**src/tric_pkg.sv**
```systemverilog
// Shared types and constants for the traceroute ICMP reply classifier.
`timescale 1ns / 1ps
`default_nettype none

package tric_pkg;

  localparam logic [7:0]  ICMP_HDR_LEN       = 8'd8;
  localparam logic [7:0]  ERR_MIN_LEN        = 8'd36;
  localparam logic [7:0]  INNER_PROTO_OFFSET = 8'd9;
  localparam logic [7:0]  UDP_PORTS_LEN      = 8'd4;
  localparam logic [7:0]  PROTO_UDP          = 8'd17;
  localparam logic [7:0]  TYPE_TIME_EXCEEDED = 8'd11;
  localparam logic [7:0]  TYPE_UNREACHABLE   = 8'd3;
  localparam logic [7:0]  CODE_TTL_IN_TRANSIT = 8'd0;
  localparam logic [7:0]  CODE_PORT_UNREACH  = 8'd3;
  localparam logic [15:0] POS_MAX            = 16'hFFFF;
  localparam logic [15:0] BASE_DEST_PORT_RESET = 16'd33434;

  localparam logic CFG_SOURCE_PORT    = 1'b0;
  localparam logic CFG_BASE_DEST_PORT = 1'b1;

  typedef enum logic [1:0] {
    CLASS_ROUTER    = 2'd0,
    CLASS_REACHED   = 2'd1,
    CLASS_UNREACH   = 2'd2,
    CLASS_MALFORMED = 2'd3
  } reply_class_t;

  typedef struct packed {
    logic [15:0] count;
    logic [5:0]  outer_hl;
    logic [7:0]  udp_at;
    logic [7:0]  reply_type;
    logic [7:0]  reply_code;
    logic [7:0]  inner_protocol;
    logic [15:0] inner_src_port;
    logic [15:0] inner_dst_port;
    logic [15:0] expected_port;
  } fields_t;

  typedef struct packed {
    logic         hit;
    reply_class_t cls;
    logic [7:0]   code;
  } result_t;

endpackage

`default_nettype wire

```
**src/tric_parse.sv**
```systemverilog
// Byte position tracking and header field capture for one packet.
`timescale 1ns / 1ps
`default_nettype none

module tric_parse
  import tric_pkg::*;
(
  input  wire logic        clk,
  input  wire logic        rst,
  input  wire logic        accept,
  input  wire logic [7:0]  data_byte,
  input  wire logic        last_byte,
  input  wire logic [15:0] probe_seq,
  input  wire logic [15:0] base_dest_port,
  output fields_t          fields
);

  logic [15:0] byte_position;
  logic [5:0]  outer_header_length;
  logic [5:0]  inner_header_length;
  logic [7:0]  reply_type;
  logic [7:0]  reply_code;
  logic [7:0]  inner_protocol;
  logic [15:0] inner_src_port;
  logic [15:0] inner_dst_port;
  logic [15:0] expected_port;

  logic [5:0]  inner_header_length_next;
  logic [16:0] pos;
  logic [16:0] h1_17;
  logic [16:0] udp_17;
  logic        first;

  always_comb begin
    first = (byte_position == 16'd0);
    pos   = {1'b0, byte_position};
    fields = '0;
    inner_header_length_next = first ? 6'd0 : inner_header_length;
    if (first) begin
      fields.outer_hl      = {data_byte[3:0], 2'b00};
      fields.expected_port = base_dest_port + probe_seq;
    end else begin
      fields.outer_hl       = outer_header_length;
      fields.expected_port  = expected_port;
      fields.reply_type     = reply_type;
      fields.reply_code     = reply_code;
      fields.inner_protocol = inner_protocol;
      fields.inner_src_port = inner_src_port;
      fields.inner_dst_port = inner_dst_port;
    end
    h1_17 = {11'd0, fields.outer_hl};
    if (pos == h1_17) fields.reply_type = data_byte;
    if (pos == h1_17 + 17'd1) fields.reply_code = data_byte;
    if (pos == h1_17 + {9'd0, ICMP_HDR_LEN})
      inner_header_length_next = {data_byte[3:0], 2'b00};
    if (pos == h1_17 + {9'd0, ICMP_HDR_LEN} + {9'd0, INNER_PROTO_OFFSET})
      fields.inner_protocol = data_byte;
    fields.udp_at = {2'b00, fields.outer_hl} + ICMP_HDR_LEN
                    + {2'b00, inner_header_length_next};
    udp_17 = {9'd0, fields.udp_at};
    if (pos == udp_17)          fields.inner_src_port[15:8] = data_byte;
    if (pos == udp_17 + 17'd1)  fields.inner_src_port[7:0]  = data_byte;
    if (pos == udp_17 + 17'd2)  fields.inner_dst_port[15:8] = data_byte;
    if (pos == udp_17 + 17'd3)  fields.inner_dst_port[7:0]  = data_byte;
    fields.count = (byte_position == POS_MAX) ? POS_MAX : byte_position + 16'd1;
  end

  always_ff @(posedge clk) begin
    if (rst) begin
      byte_position <= 16'd0;
    end else if (accept) begin
      byte_position <= last_byte ? 16'd0 : fields.count;
    end
  end

  always_ff @(posedge clk) begin
    if (accept) begin
      outer_header_length <= fields.outer_hl;
      inner_header_length <= inner_header_length_next;
      reply_type          <= fields.reply_type;
      reply_code          <= fields.reply_code;
      inner_protocol      <= fields.inner_protocol;
      inner_src_port      <= fields.inner_src_port;
      inner_dst_port      <= fields.inner_dst_port;
      expected_port       <= fields.expected_port;
    end
  end

endmodule

`default_nettype wire

```
**src/tric_classify.sv**
```systemverilog
// End-of-packet reply classification from the captured header fields.
`timescale 1ns / 1ps
`default_nettype none

module tric_classify
  import tric_pkg::*;
(
  input  wire fields_t     fields,
  input  wire logic [15:0] source_port,
  output result_t          result
);

  logic [16:0] count17;
  logic [16:0] h1_17;
  logic        is_tx;
  logic        is_un;
  logic        match;

  always_comb begin
    count17 = {1'b0, fields.count};
    h1_17   = {11'd0, fields.outer_hl};
    is_tx   = (fields.reply_type == TYPE_TIME_EXCEEDED) &&
              (fields.reply_code == CODE_TTL_IN_TRANSIT);
    is_un   = (fields.reply_type == TYPE_UNREACHABLE);
    match   = (fields.inner_protocol == PROTO_UDP) &&
              (count17 >= {9'd0, fields.udp_at} + {9'd0, UDP_PORTS_LEN}) &&
              (fields.inner_src_port == source_port) &&
              (fields.inner_dst_port == fields.expected_port);
    result = '{hit: 1'b0, cls: CLASS_MALFORMED, code: 8'd0};
    priority if (count17 < h1_17 + {9'd0, ICMP_HDR_LEN}) begin
      result.hit = 1'b1;
    end else if (!is_tx && !is_un) begin
      result.hit = 1'b0;
    end else if (count17 < h1_17 + {9'd0, ERR_MIN_LEN}) begin
      result.hit = 1'b1;
    end else if (match) begin
      result.hit  = 1'b1;
      result.code = fields.reply_code;
      priority if (is_tx) begin
        result.cls = CLASS_ROUTER;
      end else if (fields.reply_code == CODE_PORT_UNREACH) begin
        result.cls = CLASS_REACHED;
      end else begin
        result.cls = CLASS_UNREACH;
      end
    end
  end

endmodule

`default_nettype wire

```
**src/tric_out_buf.sv**
```systemverilog
// Output register with a skid stage for result beats.
`timescale 1ns / 1ps
`default_nettype none

module tric_out_buf
  import tric_pkg::*;
(
  input  wire logic    clk,
  input  wire logic    rst,
  input  wire logic    push,
  input  wire result_t push_data,
  output logic         full,
  output logic         out_valid,
  input  wire logic    out_stall,
  output result_t      out_data
);

  logic    skid_valid;
  result_t skid_data;
  logic    advance;

  assign full    = skid_valid;
  assign advance = !out_valid || !out_stall;

  always_ff @(posedge clk) begin
    if (rst) begin
      out_valid  <= 1'b0;
      skid_valid <= 1'b0;
    end else if (advance) begin
      out_valid  <= skid_valid || push;
      skid_valid <= 1'b0;
    end else if (push) begin
      skid_valid <= 1'b1;
    end
  end

  always_ff @(posedge clk) begin
    if (advance) begin
      out_data <= skid_valid ? skid_data : push_data;
    end else if (push) begin
      skid_data <= push_data;
    end
  end

endmodule

`default_nettype wire

```
**src/traceroute_icmp_reply_classifier_unit.sv**
```systemverilog
// Top level of the traceroute ICMP reply classifier.
//
// Input channel: one packet byte per beat (data_byte, last_byte, probe_seq)
// under in_valid / in_stall. probe_seq is sampled on the first byte.
// Output channel: one beat (reply_class, icmp_code_out) under out_valid /
// out_stall, only for packets that classify; other packets give nothing.
// Configuration: cfg_write with cfg_index 0 sets source_port, index 1 sets
// base_dest_port; write only while no packet is in progress.
// Throughput: one byte per cycle while in_stall is low, with the field capture
// and classify logic combinational in front of the result register.
// A result enters the output register, or the skid entry under out_stall.
// Stall: a two-entry output buffer absorbs results while out_stall is high;
// in_stall rises only when both entries hold results.
// Reset (rst, synchronous): empties the output buffer, restarts the byte
// position, and sets source_port to 0 and base_dest_port to 33434.
`timescale 1ns / 1ps
`default_nettype none

module traceroute_icmp_reply_classifier_unit
  import tric_pkg::*;
(
  input  wire logic        clk,
  input  wire logic        rst,
  input  wire logic        in_valid,
  output logic             in_stall,
  input  wire logic [7:0]  data_byte,
  input  wire logic        last_byte,
  input  wire logic [15:0] probe_seq,
  output logic             out_valid,
  input  wire logic        out_stall,
  output logic [1:0]       reply_class,
  output logic [7:0]       icmp_code_out,
  input  wire logic        cfg_write,
  input  wire logic        cfg_index,
  input  wire logic [15:0] cfg_data
);

  logic [15:0] source_port;
  logic [15:0] base_dest_port;
  logic        accept;
  fields_t     fields;
  result_t     result;
  result_t     out_data;

  assign accept = in_valid && !in_stall;

  always_ff @(posedge clk) begin
    if (rst) begin
      source_port    <= 16'd0;
      base_dest_port <= BASE_DEST_PORT_RESET;
    end else if (cfg_write) begin
      unique case (cfg_index)
        CFG_SOURCE_PORT:    source_port    <= cfg_data;
        CFG_BASE_DEST_PORT: base_dest_port <= cfg_data;
        default:            source_port    <= source_port;
      endcase
    end
  end

  tric_parse u_parse (
    .clk            (clk),
    .rst            (rst),
    .accept         (accept),
    .data_byte      (data_byte),
    .last_byte      (last_byte),
    .probe_seq      (probe_seq),
    .base_dest_port (base_dest_port),
    .fields         (fields)
  );

  tric_classify u_classify (
    .fields      (fields),
    .source_port (source_port),
    .result      (result)
  );

  tric_out_buf u_out_buf (
    .clk       (clk),
    .rst       (rst),
    .push      (accept && last_byte && result.hit),
    .push_data (result),
    .full      (in_stall),
    .out_valid (out_valid),
    .out_stall (out_stall),
    .out_data  (out_data)
  );

  assign reply_class   = out_data.cls;
  assign icmp_code_out = out_data.code;

endmodule

`default_nettype wire
```
**config.mk**
```make
export PLATFORM = sky130hd
export DESIGN_NAME = traceroute_icmp_reply_classifier_unit
export DESIGN_NICKNAME = d
export VERILOG_FILES = /design/src/tric_pkg.sv /design/src/tric_parse.sv /design/src/tric_classify.sv /design/src/tric_out_buf.sv /design/src/traceroute_icmp_reply_classifier_unit.sv
export SDC_FILE = /design/constraint.sdc
export NUM_CORES = 1
export LEC_CHECK = 0
export BUFFER_PORTS_ARGS = -buffer_cell sky130_fd_sc_hd__buf_2
export CAP_MARGIN = 20
export CORE_MARGIN = 2
export CORE_UTILIZATION = 60
export CTS_CLUSTER_SIZE = 12
export DETAILED_ROUTE_END_ITERATION = 10
export HOLD_SLACK_MARGIN = 0.03
export PLACE_DENSITY = 0.86
export SLEW_MARGIN = 25
export SYNTH_ARGS = -nofsm -noshare
export SYNTH_HDL_FRONTEND = slang
export SYNTH_HIERARCHICAL = 1
export SYNTH_SLANG_ARGS = --single-unit
```
**constraint.sdc**
```tcl
create_clock -name clk -period 12.97 [get_ports clk]
set_input_delay 0.6485 -clock clk [delete_from_list [all_inputs] [get_ports clk]]
set_output_delay 0.6485 -clock clk [all_outputs]
set_load 0.1 [all_outputs]
```
==> Word-level counts from Yosys, hierarchy flattened <==
Cells that the tools add are included.
{ "classes": {"addsub": 12, "n_lt_le_gt_ge": 3, "eq_ne": 15, "mux": 24, "n_bitwise": 2, "n_reduce_logical": 21} }
{ "ops": {"columns": ["cell", "count"], "rows": [
  ["$eq A16 B17 Y1", 6],
  ["$mux W56", 1],
  ["$mux W8", 7],
  ["$mux W16", 3],
  ["$mux W10", 4],
  ["$lt A16 B17 Y1", 2],
  ["$eq A16 B16 Y1", 2],
  ["$add A8 B2 Y9 const B", 2],
  ["$mux W6", 3],
  ["$add A17 B4 Y17 const B", 1],
  ["$ge A16 B17 Y1", 1],
  ["$add A16 B1 Y16 const B", 1],
  ["$add A16 B16 Y16", 1],
  ["$eq A16 B16 Y1 const B", 1],
  ["$eq A16 B6 Y1", 1],
  ["$eq A16 B8 Y1", 1],
  ["$eq A8 B2 Y1 const B", 2],
  ["$logic_not A16 Y1", 1],
  ["$add A6 B4 Y7 const B", 2],
  ["$mux W11", 1],
  ["$add A8 B1 Y9 const B", 1],
  ["$add A8 B3 Y9 const B", 1],
  ["$add A8 B6 Y8", 1],
  ["$eq A8 B4 Y1 const B", 1],
  ["12 further kinds", 30]
]} }
{ "word_totals": {"register_bits": 154, "out_inout_bits": 12} }

==> Longest topological paths before layout <==
Gate-level depths: netlist (run 1).
{ "logic_depth": {"ltp_word": 18, "depth_mapped": 35} }

==> Hierarchy <==
The synthesis (run 1) kept the hierarchy.
{ "by_module_without_submodules": {"columns": ["module", "n_inst", "cells_per_inst", "area_each_um2"], "rows": [
  ["tric_parse", 1, 717, 6870.3],
  ["traceroute_icmp_reply_classifier_unit", 1, 128, 1380.1],
  ["tric_classify", 1, 151, 1206.2],
  ["tric_out_buf", 1, 41, 895.9]
]} }

==> Worst setup path after synthesis (run 1) <==
OpenSTA, ideal clock, no wires.
{ "synth_path": {"path_kind": "register to register", "startpoint": "register u_parse.byte_position[1]", "endpoint": "register u_out_buf/skid_data[0] in the netlist's numbering, enable pin", "setup_time_ns": 0.350, "arrival_ns": 8.348, "required_time_ns": 12.620, "setup_slack_ns": 4.273, "path_stages_with_launch": 32, "path_buffers": 3, "synth_period_minus_slack_ns": 8.697, "cell_sequence": "dfxtp_1 -> clkbuf_1 -> inv_1 -> ha_1 -> or4b_1 -> or4_4 -> buf_6 -> mux2i_1 -> inv_1 -> ha_1 -> xnor2_1 -> nor4_4 -> o21ai_0 -> ha_1 -> ha_1 -> a21o_1 -> a21oi_1 -> o311ai_1 -> xor2_1 -> or3_1 -> mux2_2 -> nor4_4 -> mux2i_1 -> xor2_1 -> nor4_2 -> nand3_1 -> a2111oi_2 -> o31a_1 -> buf_6 -> a22o_2 -> and3_1 -> and3_1"} }
{ "synth_rtl": {"columns": ["element", "line_no", "rtl"], "rows": [
  ["start: declaration", "tric_parse.sv:18", "logic [15:0] byte_position;"],
  ["start signal: assignment", "tric_parse.sv:72", "byte_position <= last_byte ? 16'd0 : fields.count;"],
  ["end signal: assignment", "tric_out_buf.sv:41", "skid_data <= push_data;"],
  ["end: declaration", "tric_out_buf.sv:19", "result_t skid_data;"]
]} }

==> results_dict.tcl, run 1 <==
set metrics [dict create \
    gr-usage-met1_pct 35.9 \
    crit_top_cell "ha_1" \
    die_h_um 135 \
    dp.cells 1267 \
    vias 7941 \
    place_congestion 0.956 \
    clkTransAtPathRegs_ps 70 \
    endpoint_kind "flip-flop" \
    path_class "reg -> reg" \
    crit_slowest_cell "o311ai_1" \
    coreArea_um2 16600 \
    antenna_found_initial 0 \
    maxSlewViolCount 0 \
    p_total_mw 1.32 \
    drtIter0Drc 679 \
    drive_gt1_share_pct 13.9 \
    insertion_delay_ps 430 \
    cts_inserted_buffers 17 \
    rsz0062_at_grt "no" \
    num-fill-cells 1223 \
    critical_path_required_ps 13050 \
    nNetsFinal 1175 \
    hold_class "reg -> reg" \
    cts_num_sinks 154 \
    fin_skew_ps 8.24 \
    post-cts-setup-buffer-count 0 \
    fin_cells 1299 \
    cpPeakStageDelay_ps 770 \
    place_ws_ps 2670 \
    wl_mm 23.8 \
    via_per_inst 6.11 \
    detail-route-antenna-nets 0 \
    netlist_instances 1034 \
    status "finished clean" \
    slew_headroom_pct 41.1 \
    cts_resized 0 \
    cp.arrival_ps 10590 \
    setup_ws_ps 2460 \
    die_area_um2 18200 \
    avgSynthCellArea_um2 9.94 \
    io_pins 59 \
    grt_max_degree 85 \
    grt_usage_pct 27.0 \
    clockBufferDepth 2 \
    grt.overflow.total 0 \
    drcViolationCount 0 \
    max-cap-violations 0 \
    p_leak_nw 4.71 \
    h-tree-depth 4 \
    start_util_pct 61.8 \
    period_minus_slack_ps 10510 \
    grt_pass1_vias 7633 \
    antennaDiodeCount 0 \
    synthToLayoutAreaGrowth_pct 9.00 \
    drt-pass1-iter-count 5 \
    cts_tree "built" \
    hold-worst-slack_ps 473 \
    fin_util_pct 67.3 \
    die_w_um 135 \
    grt_pass1_wl_mm 38.6 \
    ir_drop_mv 0.0906 \
    setup_tns_ps 0 \
    routedWlPerCell_um 18.3 \
    setup-violations-final 0 \
    port-buffer-count 58 \
    cpLargestDelayFamily "simple AND/OR/NAND/NOR gates" \
    met2_usage_pct 43.4 \
    fin_area_um2 11200 \
    grt.met3_usage_pct 4.92 \
    dp_hpwl_mm 17.2 \
    top_usage_layer "met2" \
    worstSetupStartpointType "flip-flop" \
    ys_warn_count 6 \
    hold_violations 0 \
    dpl-instance-area_um2 10600 \
    worst_pin_slew_ps 870 \
    netlist_area_um2 10300 \
    power.density_nw_per_um2 118 \
    hold_buffers 0 \
    rows 47 \
    synth_nets 1143 \
    root_buffer "clkbuf_16" \
    worstPathMaxFanout 74 \
    period_share_pct 81.1 \
    critPathBufInv 3 \
    fmax_ghz 0.0951 \
]
-- metal layers --
layer | share of wire [%] | routed length (um) | up-vias
met5 | 0 | 0 | -
met4 | 3.4 | 799 | 0
met3 | 7.2 | 1720 | 56
met2 | 46 | 11000 | 339
met1 | 43 | 10200 | 3729
li1 | - | - | 3817
-- sequential cells by signal, summed over array words and instances (netlist names) --
register and flops:
u_parse/inner_header_length 6, u_out_buf/skid_data 10, u_parse/inner_dst_port 16, u_out_buf/full 1
u_out_buf/out_valid 1, source_port 16, u_parse/outer_header_length 6, u_parse/reply_type 8
u_parse/expected_port 16, u_parse/inner_src_port 16, u_out_buf/out_data 10, u_parse/byte_position 16
base_dest_port 16, u_parse/reply_code 8, u_parse/inner_protocol 8
-- worst paths after layout --
kind                            startpoint  slack, ps                      to  cells past startpoint
setup / recovery  u_parse/byte_position[1]       2460  u_out_buf/skid_data[1]                     29
hold / removal           base_dest_port[9]        470       base_dest_port[9]                      1
setup reg to reg  u_parse/byte_position[1]       2460  u_out_buf/skid_data[1]                     29
hold reg to reg          base_dest_port[9]        470       base_dest_port[9]                      1
-- area by class of cell --
class | instances | area (um^2) | share of cell area, %
multi-input combinational | 786 | 5750 | 51.3
sequential | 154 | 4120 | 36.8
clock buffer | 19 | 433 | 3.86
timing repair buffer | 64 | 342 | 3.05
tap | 220 | 275 | 2.46
inverter | 43 | 161 | 1.44
clock inverter | 13 | 121 | 1.08
-- cells in the final DEF (no fill, tap or decap), types with 7 or more instances in the layout --
cell type / instances
clkbuf_16: 17
a21o_1: 8
a211oi_1: 15
mux2i_1: 67
and2_1: 10
and4_1: 9
xnor2_1: 34
and3_1: 11
buf_2: 57
o21ai_1: 10
xor2_1: 57
nand2b_1: 43
o21ai_0: 49
mux2_4: 8
a31o_2: 7
nor2_1: 31
ha_1: 60
edfxtp_1: 104
nand4_1: 7
dfxtp_1: 50
nor2b_1: 13
inv_1: 43
nand2_1: 146
nand3_1: 23
nor3_1: 9
a21oi_1: 35
nor4_1: 14
-- report_power, final --
| part | leakage [nW] | internal [mW] | switching, mW |
|---|---|---|---|
| Combinational | 3.00 | 0.102 | 0.174 |
| Clock | 0.253 | 0.265 | 0.209 |
| Sequential | 1.45 | 0.558 | 0.0140 |
| Total | 4.71 | 0.926 | 0.397 |
(Power assumes the default switching activity.)
==> run 2: changes to the inputs <==
CORE_UTILIZATION = 56   (was 60)
PLACE_DENSITY = 0.84   (was 0.86)
clock period = 8.7 ns   (was 12.97 ns; I/O delays follow)
==> run 2 against run 1 <==
Net effect: non-clock buffer count is 20 higher; via count is 2.2% higher; first-iteration DRC count is 19% higher; largest power group unchanged; global-route usage is 1.5 points lower; sequential power is 49% higher.
==> results_dict.tcl, run 2 (same netlist as run 1, synthesis figures left out) <==
set metrics [dict create \
    port-buffer-count 58 \
    crit_top_cell "ha_1" \
    io_pins 59 \
    routedWlPerCell_um 18.8 \
    drive_gt1_share_pct 17.6 \
    r2r_start "u_parse/byte_position[1]" \
    vias 8112 \
    max-cap-violations 0 \
    cts_tree "built" \
    crit_path_end "u_out_buf/skid_data[6]" \
    die_h_um 139 \
    cpPeakStageDelay_ps 630 \
    maxSlewViolCount 0 \
    p_total_mw 2.06 \
    nNetsFinal 1195 \
    critical_path_required_ps 8830 \
    hold_class "in -> reg" \
    clockBufferDepth 2 \
    worstSetupStartpointType "flip-flop" \
    grt_max_degree 95 \
    antenna_found_initial 0 \
    crit_slowest_cell "or4_4" \
    reg2reg_depth 31 \
    drt-pass1-iter-count 7 \
    hold_depth 3 \
    setup_ws_ps 176 \
    cts_inserted_buffers 17 \
    power.density_nw_per_um2 179 \
    grt_pass1_wl_mm 39.9 \
    coreArea_um2 18000 \
    insertion_delay_ps 430 \
    path_class "reg -> reg" \
    critPathLaunch "u_parse/byte_position[1]" \
    via_per_inst 6.11 \
    root_buffer "clkbuf_16" \
    worstPathMaxFanout 17 \
    dp_hpwl_mm 17.5 \
    grt_usage_pct 25.5 \
    h-tree-depth 4 \
    place_congestion 0.952 \
    synthToLayoutAreaGrowth_pct 12.3 \
    setup-violations-final 0 \
    drtIter0Drc 807 \
    hold_violations 0 \
    antennaDiodeCount 0 \
    drcViolationCount 0 \
    rows 49 \
    ir_drop_mv 0.150 \
    cp.arrival_ps 8650 \
    fin_skew_ps 10.5 \
    status "finished clean" \
    power_switching_mw 0.605 \
    worst_pin_slew_ps 865 \
    r2r_setup_slack_ps 180 \
    rr_endpoint "u_out_buf/skid_data[6]" \
    start_util_pct 57.2 \
    cts_num_sinks 154 \
    intPower_mw 1.46 \
    switching_share_pct 29.3 \
    power_frac_clock_pct 37.6 \
    place_ws_ps -25.2 \
    final_cell_mix "nand2_1 (146), edfxtp_1 (104), mux2i_1 (63)" \
    grt.overflow.total 0 \
    die_w_um 139 \
    wl_mm 25.0 \
    clkTransAtPathRegs_ps 60 \
    pwr-share-comb_pct 21.0 \
    detail-route-antenna-nets 0 \
    pwr-share-seq_pct 41.3 \
    fmax_ghz 0.117 \
    grt_pass1_vias 7792 \
    slew_headroom_pct 42.3 \
    period_share_pct 98.0 \
    endpoint_kind "flip-flop" \
    period_minus_slack_ps 8520 \
    final_common_cell "nand2_1" \
    die_area_um2 19500 \
    p_leak_nw 4.88 \
]
-- run 2: critical path, delay by kind of cell, from the launching register on --
kind / cells / cell delay [ps]
buf+inv: 4 / 740
simple gates: 11 / 3570
mux: 3 / 830
compound gates: 7 / 1420
fa+ha+maj: 3 / 810
xor+xnor: 3 / 520
flops: 1 / 310
-- run 2: worst min-delay path by stage --
stage	endpoint	slack (ps)	from
global route	base_dest_port[5]	310	cfg_data[5]
CTS	source_port[14]	280	cfg_data[14]
detailed placement	base_dest_port[9]	460	base_dest_port[9]
floorplan	base_dest_port[3]	440	base_dest_port[3]
finish	source_port[14]	300	cfg_data[14]
global placement	base_dest_port[9]	450	base_dest_port[9]
-- run 2: power groups by stage --
stage               clock (mW)  combinational, mW  sequential (mW)
floorplan                    0              0.293            0.876
global placement             0              0.393            0.865
detailed placement           0              0.402            0.867
CTS                      0.785              0.406            0.851
global route             0.815              0.474            0.855
finish                   0.775              0.434            0.852
-- run 2: final cells by class --
class                      count  area (um^2)
clock buffer                  19          433
timing repair buffer          84          495
multi-input combinational    786         5870
inverter                      43          161
fill                        1355         6420
sequential                   154         4120
clock inverter                13          179
tap                          229          287
-- run 2: repair_timing --
action	4_1_cts	5_1_grt
buffers inserted	0	3
gates cloned	0	0
hold buffers	0	0
gates resized for setup	2	24
pin swaps	0	5
endpoints found under the setup margin	10	32
-- run 2: per-stage QoR --
stage	setup TNS, ps	instances	hold WS, ps	cell area, um^2	utilization [%]
floorplan	0	1034	440	10300	-
detailed placement	-249	1293	460	10800	60.0
CTS	0	1325	283	11400	63.4
global route	-1650	1328	310	11500	64.3
global placement	0	1293	449	10800	60.0
finish	0	1328	299	11500	64.3
-- run 2: metal layers --
| metal | share of wire, % | vias to the layer above | global-route usage, % | wire (um) |
|---|---|---|---|---|
| met5 | 0 | - | 0 | 0 |
| met2 | 46 | 372 | 40.6 | 11600 |
| met3 | 6.8 | 78 | 4.47 | 1710 |
| met4 | 3.5 | 0 | 11.6 | 865 |
| li1 | - | 3841 | - | - |
| met1 | 43 | 3821 | 34.3 | 10800 |
